## config.mk

```make
export PLATFORM = sky130hd
export DESIGN_NAME = blt_cfg
export DESIGN_NICKNAME = d
export VERILOG_FILES = /design/src/rtl/blt_pkg.sv /design/src/rtl/blt_cfg.sv
export SDC_FILE = /design/constraint.sdc
export NUM_CORES = 1
export LEC_CHECK = 0
export BUFFER_PORTS_ARGS = -buffer_cell sky130_fd_sc_hd__clkbuf_2
export CAP_MARGIN = 20
export CORE_MARGIN = 4
export CORE_UTILIZATION = 29
export CTS_CLUSTER_DIAMETER = 200
export DETAILED_ROUTE_END_ITERATION = 6
export HOLD_SLACK_MARGIN = 0.1
export PLACE_DENSITY_LB_ADDON = 0.25
export SKIP_CTS_REPAIR_TIMING = 1
export SYNTH_ARGS = -nofsm -noshare
export SYNTH_HDL_FRONTEND = slang
export SYNTH_SLANG_ARGS = --single-unit
```

## constraint.sdc

```tcl
create_clock -name clk -period 0.9 [get_ports clk]
set_clock_uncertainty 0.2 [all_clocks]
set_input_delay 0.135 -clock clk [delete_from_list [all_inputs] [get_ports clk]]
set_output_delay 0.135 -clock clk [all_outputs]
set_load 0.02 [all_outputs]
```

## src/rtl/blt_pkg.sv

```systemverilog
// Shared constants and types of the block cipher.
package blt_pkg;

	localparam int ROUNDS_LONG_KEY  = 48;
	localparam int ROUNDS_SHORT_KEY = 46;
	localparam int MAX_ROUNDS  = (ROUNDS_LONG_KEY > ROUNDS_SHORT_KEY) ?
		ROUNDS_LONG_KEY : ROUNDS_SHORT_KEY;
	localparam int STORE_DEPTH = MAX_ROUNDS;
	localparam int ADDR_W      = (STORE_DEPTH > 1) ? $clog2(STORE_DEPTH) : 1;
	localparam int CNT_W       = $clog2(MAX_ROUNDS + 1);

	localparam int KEY_W      = 64;
	localparam int BLOCK_W    = 64;
	localparam int CFG_DATA_W = 64;
	localparam int CFG_IDX_W  = 3;

	localparam logic [CFG_IDX_W-1:0] REG_KEY_W0     = 3'd0;
	localparam logic [CFG_IDX_W-1:0] REG_KEY_W1     = 3'd1;
	localparam logic [CFG_IDX_W-1:0] REG_KEY_W2     = 3'd2;
	localparam logic [CFG_IDX_W-1:0] REG_KEY_W3     = 3'd3;
	localparam logic [CFG_IDX_W-1:0] REG_KEY_LENGTH = 3'd4;

	typedef struct packed {
		logic              keys_ready;
		logic              key_long;
	} blt_cfg_sts_t;

	typedef struct packed {
		logic              exp_init;
		logic              exp_step;
		logic [CNT_W-1:0]  exp_idx;
		logic              ld_data;
		logic              rd_en;
		logic [ADDR_W-1:0] rd_addr;
		logic              rnd_en;
		logic              rnd_odd;
		logic              dec;
		logic              out_load;
	} blt_cmd_t;

endpackage

```

## src/rtl/blt_cfg.sv

```systemverilog
// Key and key-length registers with the expanded-key flag.
module blt_cfg (
	input  logic                          clk,
	input  logic                          arst_n,
	input  logic                          cfg_wr_en,
	input  logic [blt_pkg::CFG_IDX_W-1:0]  cfg_index,
	input  logic [blt_pkg::CFG_DATA_W-1:0] cfg_wdata,
	input  logic                          exp_done,
	output logic [blt_pkg::KEY_W-1:0]      key_w0,
	output logic [blt_pkg::KEY_W-1:0]      key_w1,
	output logic [blt_pkg::KEY_W-1:0]      key_w2,
	output logic [blt_pkg::KEY_W-1:0]      key_w3,
	output blt_pkg::blt_cfg_sts_t          sts
);
	import blt_pkg::*;

	logic [KEY_W-1:0] key_w0_q, key_w1_q, key_w2_q, key_w3_q;
	logic             key_long_q;
	logic             keys_ready_q;
	logic             hit;

	assign hit = cfg_wr_en && (cfg_index == REG_KEY_W0 || cfg_index == REG_KEY_W1 ||
		cfg_index == REG_KEY_W2 || cfg_index == REG_KEY_W3 || cfg_index == REG_KEY_LENGTH);

	always_ff @(posedge clk or negedge arst_n) begin
		if (!arst_n) begin
			key_w0_q     <= '0;
			key_w1_q     <= '0;
			key_w2_q     <= '0;
			key_w3_q     <= '0;
			key_long_q   <= 1'b0;
			keys_ready_q <= 1'b0;
		end else begin
			if (cfg_wr_en) begin
				case (cfg_index)
					REG_KEY_W0:     key_w0_q   <= cfg_wdata[KEY_W-1:0];
					REG_KEY_W1:     key_w1_q   <= cfg_wdata[KEY_W-1:0];
					REG_KEY_W2:     key_w2_q   <= cfg_wdata[KEY_W-1:0];
					REG_KEY_W3:     key_w3_q   <= cfg_wdata[KEY_W-1:0];
					REG_KEY_LENGTH: key_long_q <= cfg_wdata[0];
					default:        ;
				endcase
			end
			if (hit) begin
				keys_ready_q <= 1'b0;
			end else if (exp_done) begin
				keys_ready_q <= 1'b1;
			end
		end
	end

	assign key_w0         = key_w0_q;
	assign key_w1         = key_w1_q;
	assign key_w2         = key_w2_q;
	assign key_w3         = key_w3_q;
	assign sts.keys_ready = keys_ready_q;
	assign sts.key_long   = key_long_q;

endmodule

```

==> results.cfg <==
[layout]
most-common-layout-cells = buf_6 (338), dfrtp_1 (258), mux2_4 (254), dlygate4sd3_1 (69), clkbuf_2 (65)
layout_cell_share_with_drive_strength_beyond_1_pct = 70.8
regArea_um2 = 6460
multi_input_area_um2 = 3940
fillers = 2743
final_common_cell = buf_6
fin_nets = 1218
diodes = 0
area_delta_synth_final_pct = 78.3
final_util_pct = 52.8

[setup_path]
timing.setup.critical_path_class = reg2out
timing.critical_path.from_type = register
rr_worst_depth = 2
crit-reg2reg-launch = key_w2[24]
critical_path.cell_chain = buf_6
path_buf_inv = 1
worstPathMaxFanout = 2
cpMaxStageDelayCell = dfrtp_1
crit_arrival_ns = 1.12
crit-reg2reg-capture = key_w2[24]
reg2reg_slack_ns = -0.23
timing.critical_path.to_type = primary output
worst_path_largest_cell_delay_ns = 0.43
critical_path_required_ns = 0.56
critical_path.top_delay_family = flip-flops

[synthesis]
post_synth_num_cell_types = 15
ys.warnings.count = 0
syn-instance-count = 553
mean_syn_cell_area_um2 = 18.7
post_synth_net_total = 624
synthDominantAreaCellType = dfrtp_1
synth_seq_area_share_pct = 62.5
post-synth-top-area-fraction_pct = 62.5
syn_area_um2 = 10300
netlist_top_cells_area = dfrtp_1 (62%), mux2_4 (17%), mux2_2 (14%)
yosys_register_bits = 258

[pwr]
static_leakage_power_nw = 8.98
total_power_mw = 45.4
p_per_area_nw_per_um2 = 2460
irDropWorstVdd_v = 0.00168

[status]
status = finished with violations
violations = hold timing, setup timing

[timing]
rsz0062_at_grt = yes
finalHoldViolCount = 241
worst_hold_slack_ns = -0.701
max_slew.worst_pin.slew_ns = 0.412
fmax_ghz = 0.687
final_max_slew_viol_count = 0
final_min_period_over_clock_period_pct = 162
final.setup.worst_slack_ns = -0.556
finalWorstPathRequiredPeriod_ns = 1.46
number_of_endpoints_failing_setup_at_the_final_stage = 521
relSlewSlack_pct = 72.5

[clocking]
clkLatencyLatePin_ns = 0.53
cts_tree = done
cts_inserted_buffers = 29
clock_sinks = 258
clk_pin_slew_ns = 0.06
clock_root_buffer_master = clkbuf_16
cts_buffer_depth = 3
htreeDepth = 1

[job]
maxCapViolCount = 0

[routing]
detail_route.drc_violations = 0
vias = 7118
drt_pass1_iterations = 4
vias_per_cell = 4.39
detailedRoute.firstIterationViolations = 174
antenna_left = 0
total_wirelength_um = 34900
wl_cell_um = 21.5

[floorplan]
initial_utilization_pct = 29.6
rows = 68
dieHeight_um = 197
io_pins = 329
fp.dieArea_um2 = 38700
fp.coreArea_um2 = 34900
die_x_um = 197

[placement]
post-dp-hpwl_um = 19000
port_buffers = 328
gp_congestion = 0.702

[global_route]
grt-ovfl-total = 0
grt_util_all_layers_pct = 13.2
pin_count_of_the_biggest_net_entering_global_routing = 33
grt_pass1_vias = 6593
grt_pass1_wl_um = 41200
antenna_found_initial = 0

[min_path]
hp_class = in2async
## cell usage after synthesis (all sizes together)
library cell,count
nand4b,1
nor2,1
and4bb,3
buf,30
mux2,257
o21ai,1
dfrtp,258
a21oi,1
nor4b,1
## area by class of cell
class                           instances  area share (%)
Clock buffer                           45            4.64
Clock inverter                          5           0.543
Multi-Input combinational cell        265            21.4
Sequential cell                       258            35.0
Tap cell                              455            3.09
Timing Repair Buffer                  593            35.3
## sequential cells by signal, indices dropped and copies added, names as in the netlist
register	count
key_w0	64
key_w1	64
key_w2	64
key_w3	64
key_long_q	1
keys_ready_q	1
## how the worst max path moves through the flow
stage,from,to,slack [ns],cells after the start
after floorplan,cfg_index[1],key_w0[0],-0.48,4
after global placement,cfg_index[1],key_w0[15],-0.76,5
after detailed placement,cfg_index[0],key_w2[56],-0.75,4
after CTS,key_w0[24],key_w0[24],-0.61,1
after global routing,key_w0[24],key_w0[24],-0.59,1
final,key_w0[24],key_w0[24],-0.56,1
## stage by stage
| stage | cells | instance area (um2) | TNS (ns) | setup slack, ns | hold slack (ns) |
|---|---|---|---|---|---|
| 3_5_place_dp | 1352 | 13000 | -182.79 | -0.754 | -0.130 |
| 3_3_place_gp | 1352 | 13000 | -182.40 | -0.761 | -0.140 |
| 4_1_cts | 1402 | 13900 | -177.68 | -0.606 | -0.712 |
| 5_1_grt | 1621 | 18400 | -188.11 | -0.594 | -0.706 |
| 2_1_floorplan | 553 | 10600 | -105.46 | -0.480 | -0.361 |
| 6_report | 1621 | 18400 | -172.49 | -0.556 | -0.701 |
## logic make-up (layout without fill, tap and decap cells)
| group | Yosys count | count (layout) | synth area share [%] |
|---|---|---|---|
| and+or+nand+nor | 6 | 6 | 0.629 |
| buffers and inverters | 30 | 643 | 4.44 |
| DFF | 258 | 258 | 62.5 |
| muxes | 257 | 257 | 32.4 |
| AOI/OAI and AO/OA | 2 | 2 | 0.0968 |
## routing by layer
layer / up-vias / wire, um / share of wire, % / track usage [%]
li1: 3143 / - / - / -
met1: 3704 / 16000 / 46 / 19.6
met2: 235 / 16100 / 46 / 19.5
met3: 36 / 2110 / 6.0 / 3.26
met4: 0 / 711 / 2.0 / 3.00
met5: - / 0 / 0 / 0
## power by group
part,switching (mW),total [mW],internal [mW]
Combinational,6.54,16.9,10.4
Sequential,2.27,16.5,14.2
Clock,4.74,12.1,7.31
Total,13.6,45.4,31.9
Note: power is estimated with default switching activity, not from simulation.
