==> src/rtl/blt_pkg.sv <==
// Shared constants and types of the block cipher.
package blt_pkg;

	localparam int ROUNDS_LONG_KEY  = 48;
	localparam int ROUNDS_SHORT_KEY = 46;
	localparam int MAX_ROUNDS  = (ROUNDS_LONG_KEY > ROUNDS_SHORT_KEY) ?
		ROUNDS_LONG_KEY : ROUNDS_SHORT_KEY;
	localparam int STORE_DEPTH = MAX_ROUNDS;
	localparam int ADDR_W      = (STORE_DEPTH > 1) ? $clog2(STORE_DEPTH) : 1;
	localparam int CNT_W       = $clog2(MAX_ROUNDS + 1);

	localparam int KEY_W      = 64;
	localparam int BLOCK_W    = 64;
	localparam int CFG_DATA_W = 64;
	localparam int CFG_IDX_W  = 3;

	localparam logic [CFG_IDX_W-1:0] REG_KEY_W0     = 3'd0;
	localparam logic [CFG_IDX_W-1:0] REG_KEY_W1     = 3'd1;
	localparam logic [CFG_IDX_W-1:0] REG_KEY_W2     = 3'd2;
	localparam logic [CFG_IDX_W-1:0] REG_KEY_W3     = 3'd3;
	localparam logic [CFG_IDX_W-1:0] REG_KEY_LENGTH = 3'd4;

	typedef struct packed {
		logic              keys_ready;
		logic              key_long;
	} blt_cfg_sts_t;

	typedef struct packed {
		logic              exp_init;
		logic              exp_step;
		logic [CNT_W-1:0]  exp_idx;
		logic              ld_data;
		logic              rd_en;
		logic [ADDR_W-1:0] rd_addr;
		logic              rnd_en;
		logic              rnd_odd;
		logic              dec;
		logic              out_load;
	} blt_cmd_t;

endpackage

==> src/rtl/blt_ctrl.sv <==
// Controller: sequences key expansion, round-key reads, rounds and output.
module blt_ctrl (
	input  logic                  clk,
	input  logic                  arst_n,
	input  logic                  in_valid,
	output logic                  in_stall,
	input  logic                  func,
	output logic                  out_valid,
	input  logic                  out_stall,
	input  blt_pkg::blt_cfg_sts_t sts,
	output logic                  exp_done,
	output blt_pkg::blt_cmd_t     cmd
);
	import blt_pkg::*;

	typedef enum logic [2:0] {
		S_IDLE,
		S_EXPAND,
		S_PREP,
		S_ROUND,
		S_FINISH
	} state_t;

	state_t           state_q;
	logic [CNT_W-1:0] cnt_q, n_m1, cnt_nx, rd_idx;
	logic             dec_q, out_vld_q, last;

	assign n_m1   = sts.key_long ? CNT_W'(ROUNDS_LONG_KEY - 1) : CNT_W'(ROUNDS_SHORT_KEY - 1);
	assign last   = (cnt_q == n_m1);
	assign cnt_nx = cnt_q + 1'b1;

	always_comb begin
		cmd          = '0;
		cmd.dec      = dec_q;
		cmd.exp_idx  = cnt_q;
		cmd.rnd_odd  = cnt_q[0];
		in_stall     = 1'b1;
		exp_done     = 1'b0;
		rd_idx       = '0;
		case (state_q)
			S_IDLE: begin
				in_stall     = 1'b0;
				cmd.ld_data  = in_valid;
				cmd.exp_init = in_valid;
			end
			S_EXPAND: begin
				cmd.exp_step = 1'b1;
				exp_done     = last;
			end
			S_PREP: begin
				cmd.rd_en = 1'b1;
			end
			S_ROUND: begin
				cmd.rnd_en = 1'b1;
				cmd.rd_en  = !last;
				rd_idx     = cnt_nx;
			end
			S_FINISH: begin
				cmd.out_load = !out_vld_q || !out_stall;
			end
			default: ;
		endcase
		cmd.rd_addr = dec_q ? ADDR_W'(n_m1 - rd_idx) : rd_idx[ADDR_W-1:0];
	end

	always_ff @(posedge clk or negedge arst_n) begin
		if (!arst_n) begin
			state_q   <= S_IDLE;
			cnt_q     <= '0;
			dec_q     <= 1'b0;
			out_vld_q <= 1'b0;
		end else begin
			if (cmd.out_load) begin
				out_vld_q <= 1'b1;
			end else if (!out_stall) begin
				out_vld_q <= 1'b0;
			end
			case (state_q)
				S_IDLE: begin
					if (in_valid) begin
						dec_q   <= func;
						cnt_q   <= '0;
						state_q <= sts.keys_ready ? S_PREP : S_EXPAND;
					end
				end
				S_EXPAND: begin
					if (last) begin
						cnt_q   <= '0;
						state_q <= S_PREP;
					end else begin
						cnt_q <= cnt_nx;
					end
				end
				S_PREP: begin
					state_q <= S_ROUND;
				end
				S_ROUND: begin
					cnt_q <= cnt_nx;
					if (last) begin
						state_q <= S_FINISH;
					end
				end
				S_FINISH: begin
					if (cmd.out_load) begin
						state_q <= S_IDLE;
					end
				end
				default: state_q <= S_IDLE;
			endcase
		end
	end

	assign out_valid = out_vld_q;

endmodule

==> config.mk <==
export PLATFORM = sky130hd
export DESIGN_NAME = blt_ctrl
export DESIGN_NICKNAME = d
export VERILOG_FILES = /design/src/rtl/blt_pkg.sv /design/src/rtl/blt_ctrl.sv
export SDC_FILE = /design/constraint.sdc
export NUM_CORES = 1
export LEC_CHECK = 0
export BUFFER_PORTS_ARGS = -buffer_cell sky130_fd_sc_hd__buf_2
export CORE_ASPECT_RATIO = 1.1
export CORE_MARGIN = 2
export CORE_UTILIZATION = 51
export DETAILED_ROUTE_END_ITERATION = 10
export GPL_ROUTABILITY_DRIVEN = 0
export GPL_TIMING_DRIVEN = 1
export PLACE_DENSITY = 0.88
export SLEW_MARGIN = 20
export SYNTH_ARGS = -nofsm -noshare
export SYNTH_HDL_FRONTEND = slang
export SYNTH_SLANG_ARGS = --single-unit
==> constraint.sdc <==
create_clock -name clk -period 5.1 [get_ports clk]
set_clock_uncertainty 0.05 [all_clocks]
set_input_delay 1.02 -clock clk [delete_from_list [all_inputs] [get_ports clk]]
set_output_delay 1.02 -clock clk [all_outputs]
set_load 0.005 [all_outputs]
==> flow_summary.toml <==
[route]
drtIter0Drc = 12
drtPass1Iterations = 4
wirelength_mm = 1.62
drc = 0
antenna_left = 0
vias = 754
routedWlPerCell_um = 11.7
via_per_inst = 5.42

[pwr]
ir_drop_v = 0.000278
leakage_nw = 0.502
powerDensity_nw_per_um2 = 612
power_mw = 0.581

[clocking]
insertion_delay_ps = 270
cts_hold_repair.buffers = 0
cts.clk_slew.worst_paths_ps = 60
tritoncts = "built"
cts_buffer_depth = 2
htree_levels = 1
numClockSinks = 11
cts_resized = 0
post_cts_buffers = 0
cts_buffers = 3
cts_root_buffer = "clkbuf_4"

[timing]
whs_ps = 464
setup_tns_ps = 0
setup_slack_ps = 1420
slew_headroom = 0.775
hold_viol = 0
slew_violations = 0
period_share = 0.721
fmax_ghz = 0.272
rsz0062_at_grt = "no"
fin_crit_ps = 3680
finalSetupViolations = 0
worstMarginPinSlew_ps = 337

[logic_synthesis]
yosysSeqAreaShare = 0.348
synth_edf_count = 0
synth-seq-cells = 11
synthSimpleGateAreaFrac = 0.240
muxShareOfSynthArea = 0.0269
synth_warnings = 0
synth_fa_ha_area_frac = 0.0474
yosysTopAreaCell = "dfrtp_1"
synth_fp_nets = 106
synth_top_family_by_area = "simple AND/OR/NAND/NOR gates"
ys_types = 30
synth.area.top_cells = "dfrtp_1 35%, nand2_1 7.1%, xnor2_1 5.5%"
synthXorXnorAreaFrac = 0.111
syn_area_um2 = 792
synth-async-reset-ratio = 1.00
syn_inst = 96
synth-compound-area-share = 0.145
yosys.area.top_type_share = 0.348
synth_flop_cell = "dfrtp_1"
synth.avg_cell_area_um2 = 8.25

[cells_and_area]
antenna_cells = 0
nets = 134
fin_area_um2 = 948
syn_to_final_growth_pct = 19.7
drive_gt1_frac = 0.285

[global_route]
gr-total-overflow = 0
grt_first_pass_wirelength_mm = 2.79
grt_usage = 0.201
grt_max_degree = 12
antenna_found_initial = 0
grt_pass1_vias = 642

[worst_setup_path]
cp.required_ps = 4030
r2r-end = "cnt_q[2]$_DFFE_PN0P_"
reg2reg_from = "cnt_q[1]$_DFFE_PN0P_"
cp_max_fo = 7
r2r_slack_ps = 3140
start_kind = "flip-flop"
cp-end-kind = "primary output"
critPathKind = "flip-flop to primary output"
crit_arrival_ps = 2610
worstSetupStartpoint = "state_q[0]$_DFFE_PN0P_"
setup.worst_path.end = "cmd[9]"
reg2reg_depth = 5

[die]
core_area_um2 = 1420
io-pin-count = 30
initial_utilization = 0.558
die_w_um = 41.6
dieHeight_um = 45.3
die_area_um2 = 1880
rows = 14

[placed_design]
dp_slack_ps = 1630
place_area_um2 = 922
dp_hpwl_mm = 1.30
portBuffers = 29

[min_path]
worst_hold_path_type = "flip-flop to flip-flop"

[job]
maxCapViolCount = 0

[run_status]
status = "finished clean"
## metrics by stage
stage,util,cells
global route,0.668,139
floorplan,-,96
finish,0.668,139
global placement,0.650,135
CTS,0.668,139
detailed placement,0.650,135
## layout make-up
type                       instances  area, um2
clock buffer                       4       26.3
fill                             117        470
inverter                           8       30.0
multi-input combinational         71        452
sequential                        11        275
tap                               16       20.0
timing repair buffer              29        145
## logic make-up after synthesis
| logic type | after synthesis |
|---|---|
| AO/OA/AOI/OAI | 16 |
| XOR/XNOR | 10 |
| adder cells (fa/ha/maj) | 3 |
| buffers and inverters | 14 |
| flip-flops | 11 |
| multiplexers | 2 |
| AND/OR/NAND/NOR | 40 |
## placed cells by master (no fill, tap or decap)
cell type / count
xor2_1: 5
nor2_1: 10
a21o_1: 2
nor2b_1: 1
clkbuf_1: 1
nor3_1: 1
mux2i_1: 1
nand3_1: 4
o22ai_1: 1
clkbuf_4: 3
o21bai_1: 1
o21ai_4: 1
inv_1: 8
or3_1: 1
xnor2_1: 5
nand4_1: 1
nand2b_1: 2
nor3b_1: 3
buf_2: 29
dfrtp_1: 11
o211a_1: 1
ha_1: 3
nand2_1: 15
or4b_1: 1
or4_1: 1
o21ai_1: 5
mux2_2: 1
a21oi_1: 1
o21ai_0: 3
a221oi_2: 1
## cells in the mapped netlist, types with 2 or more instances
master,instances
nand3_1,4
inv_1,8
nor3b_1,3
buf_4,3
xnor2_1,5
ha_1,3
nor2_1,10
nand2b_1,2
dfrtp_1,11
xor2_1,5
nand2_1,15
clkbuf_1,2
o21ai_1,5
o21ai_0,3
a21o_1,2
## critical path, cell delays in order (launching register included)
cell	delay, ps
dfrtp_1	430
nor2b_1	190
nand2_1	210
inv_1	130
nand2_1	100
inv_1	40
ha_1	190
ha_1	190
inv_1	50
o21ai_1	70
or4b_1	480
o211a_1	130
buf_2	120
## power breakdown
| part | total [mW] | leakage (nW) | switching, mW | internal, mW |
|---|---|---|---|---|
| Combinational | 0.339 | 0.355 | 0.169 | 0.170 |
| Clock | 0.0592 | 0.0150 | 0.0289 | 0.0303 |
| Sequential | 0.182 | 0.132 | 0.0623 | 0.120 |
## flip-flops by register name (all words and copies together) (netlist names)
| name | flops |
|---|---|
| state_q | 3 |
| cnt_q | 6 |
| dec_q | 1 |
| out_valid | 1 |
## how the worst min path moves through the flow
stage / depth (start not counted) / startpoint / endpoint
after global routing: 2 / out_valid$_DFFE_PN0P_ / out_valid$_DFFE_PN0P_
after global placement: 2 / out_valid$_DFFE_PN0P_ / out_valid$_DFFE_PN0P_
after CTS: 2 / out_valid$_DFFE_PN0P_ / out_valid$_DFFE_PN0P_
final: 2 / out_valid$_DFFE_PN0P_ / out_valid$_DFFE_PN0P_
after floorplan: 2 / out_valid$_DFFE_PN0P_ / out_valid$_DFFE_PN0P_
after detailed placement: 2 / out_valid$_DFFE_PN0P_ / out_valid$_DFFE_PN0P_
## routing by layer
metal  global-route usage  share of wire  up-vias
met1                0.253           0.42      349
met5                    0              0        -
met3               0.0600          0.059        4
met2                0.325           0.51       27
li1                     -              -      374
met4               0.0839          0.014        0
No activity file was read; power rests on OpenSTA's default activity.
